**config.mk**
```make
export PLATFORM = sky130hd
export DESIGN_NAME = chd_ram
export DESIGN_NICKNAME = d
export VERILOG_FILES = /design/src/hdl/chd_ram.sv
export SDC_FILE = /design/constraint.sdc
export NUM_CORES = 1
export LEC_CHECK = 0
export ABC_AREA = 1
export BUFFER_PORTS_ARGS = -buffer_cell sky130_fd_sc_hd__buf_2
export CORE_MARGIN = 2
export CORE_UTILIZATION = 40
export CTS_BUF_LIST = sky130_fd_sc_hd__clkbuf_2
export CTS_CLUSTER_DIAMETER = 50
export DETAILED_ROUTE_END_ITERATION = 7
export PLACE_DENSITY = 0.6
export SYNTH_ARGS = -nofsm -noshare
export SYNTH_HDL_FRONTEND = slang
export SYNTH_SLANG_ARGS = --single-unit
export TNS_END_PERCENT = 20
```
**constraint.sdc**
```tcl
create_clock -name clk_i -period 2.25 [get_ports clk_i]
set_input_delay 0.5625 -clock clk_i [delete_from_list [all_inputs] [get_ports clk_i]]
set_output_delay 0.5625 -clock clk_i [all_outputs]
set_load 0.1 [all_outputs]
```
**src/hdl/chd_ram.sv**
```systemverilog
// ----------------------------------------------------------------------------
// chd_ram: generic single-write, single-read RAM
// One write port and one read port with registered read data.
// ----------------------------------------------------------------------------
`default_nettype none

module chd_ram #(
  parameter int W = 8,
  parameter int D = 16
) (
  input  wire logic                 clk_i,
  input  wire logic                 we_i,
  input  wire logic [$clog2(D)-1:0] waddr_i,
  input  wire logic [W-1:0]         wdata_i,
  input  wire logic [$clog2(D)-1:0] raddr_i,
  output logic      [W-1:0]         rdata_o
);

  logic [W-1:0] mem_q [D];

  always_ff @(posedge clk_i) begin
    if (we_i) begin
      mem_q[waddr_i] <= wdata_i;
    end
    rdata_o <= mem_q[raddr_i];
  end

endmodule

`default_nettype wire

```
==> impl_metrics.ini <==
[worst_setup_path]
worst-path-buf-inv = 1
slowest_delay_ps = 420
crit_family = buffers and inverters
crit_fanout = 1
cp.required_ps = 1690
worstPathArrival_ps = 1470
reg2regPathDepth = 6
cpMaxStageDelayCell = buf_2
path_cells = buf_2
critPathLaunchType = register
path_depth = 1
endpoint_kind = primary output
crit_type = reg -> out

[pwr]
clockPowerShare_pct = 28.8
report.power.total_mw = 4.64
comb_power_share_pct = 9.9
peakVddDrop_v = 0.000290
power_per_cell_area_mw_per_mm2 = 733
seq_power_share_pct = 61.3
netSwitchingPower_mw = 1.21
p_sw_share_pct = 26.1
p_int_mw = 3.43
leakage_nw = 2.75

[floorplan]
die_h_um = 124
fp.dieW_um = 124
io_pins = 26
start_util_pct = 41.2
core_mm2 = 0.0140
row_count = 43
fp.dieArea_mm2 = 0.0154

[sta]
finalSetupTns_ps = 0
grt_setup_unrepaired = no
fin_worst_skew_ps = 30.9
fin_crit_ps = 2030
hold_viol = 0
worstMarginPinSlew_ps = 661
slew_headroom_pct = 55.9
hold_ws_ps = 228
fmax_ghz = 0.491
timing.final.crit_share_pct = 90.4
drv_slew = 0
finalSetupViolations = 0

[cells_and_area]
final_cell_mix = 173 x nand2_1, 128 x edfxtp_1, 100 x inv_1, 97 x nand3_1, 25 x buf_2
area_delta_synth_final_pct = 9.65
fill_cells = 1324
fin_area_mm2 = 0.00632
final_common_cell = nand2_1
final_util_pct = 45.2
drive_gt1_share_pct = 12.1
final_nets = 607

[clocking]
ctsHoldBuffers = 0
post_cts_buffers = 0
h-tree-depth = 4
clk_latency_ps = 700
cts_root_buf = clkbuf_2
clk_pin_slew_ps = 180
clock-sinks = 136
numCtsBuffers = 17
cts_tree = done
ctsResizeCount = 0
clk_path_buf_depth = 2

[global_route]
grt_pass1_vias = 3491
grt_pass1_wl_um = 19800
grt.total_usage_pct = 18.1
grt.overflow.total = 0
antenna_found_initial = 1
grt_max_degree = 65

[job]
cap_violations = 0

[routing]
routed_wl_um = 12800
drtIter0Drc = 279
wire_per_inst_um = 16.3
via_per_inst = 4.78
route.antenna.remaining_nets = 0
drt_pre_antenna_iters = 4
vias = 3742
drc = 0

[yosys]
syn-num-nets = 569
ys_seq_area_share_pct = 69.4
ys_warn_count = 0
syn_area_per_cell_um2 = 10.5
ys_types = 12
netlist_area_mm2 = 0.00577
synthCells = 551
synth-seq-cells = 136

[placement]
io_buffers = 25
dp_hpwl_um = 7570
placed_area_mm2 = 0.00611
place_congestion = 0.794

[status]
outcome = finished clean

[min_path]
min_path_cells = 3
hp-class = in -> reg
logic make-up after synthesis:
group         count (synthesis)  synth area share [%]
buf+inv                     126                  9.52
simple gates                289                  21.0
flops                       136                  69.4
final timing paths:
check	start	end	slack (ps)
worst max-delay path	rdata_o[6]	rdata_o[6]	220
worst min-delay path	raddr_i[3]	rdata_o[7]	230
worst max register to register	mem_q[1][0]	rdata_o[0]	1130
worst min register to register	mem_q[12][2]	rdata_o[2]	690
layout make-up:
type / instances / area [µm²] / share of cell area (%)
multi-input combinational: 289 / 1210 / 19.2
tap: 180 / 225 / 3.56
clock buffer: 20 / 100 / 1.58
timing repair buffer: 43 / 285 / 4.51
clock inverter: 12 / 110 / 1.74
inverter: 102 / 383 / 6.05
antenna: 1 / 2.50 / 0.0396
sequential: 136 / 4000 / 63.3
cell usage after synthesis (all sizes together):
cell type / number / area share, %
buf: 24 / 2.9
nand2: 173 / 11
edfxtp: 128 / 67
inv: 102 / 6.6
nand3: 97 / 8.4
dfxtp: 8 / 2.8
nand3b: 2 / 0.26
nor2: 17 / 1.1
power groups by stage:
stage	registers (mW)	logic (mW)	clock network, mW
2_1_floorplan	3.02	0.200	0
3_3_place_gp	2.90	0.455	0
3_5_place_dp	2.90	0.463	0
4_1_cts	2.84	0.464	1.36
5_1_grt	2.85	0.502	1.47
6_report	2.84	0.460	1.33
flip-flops by register name, summed over array words and instances (netlist names):
signal	count
mem_q	128
rdata_o	8
metrics by stage:
stage	std cells	worst slack, ps
final	783	215
after CTS	782	148
after floorplan	551	737
after global routing	783	125
after detailed placement	750	455
after global placement	750	466
layer usage:
metal  vias up  track usage, %  routed length [µm]
li1       1850               -                   -
met1      1779            25.1                5860
met2        96            28.4                6130
met3        17            3.80                 619
met4         0            6.53                 196
met5         -               0                   0
(Power assumes the default switching activity.)
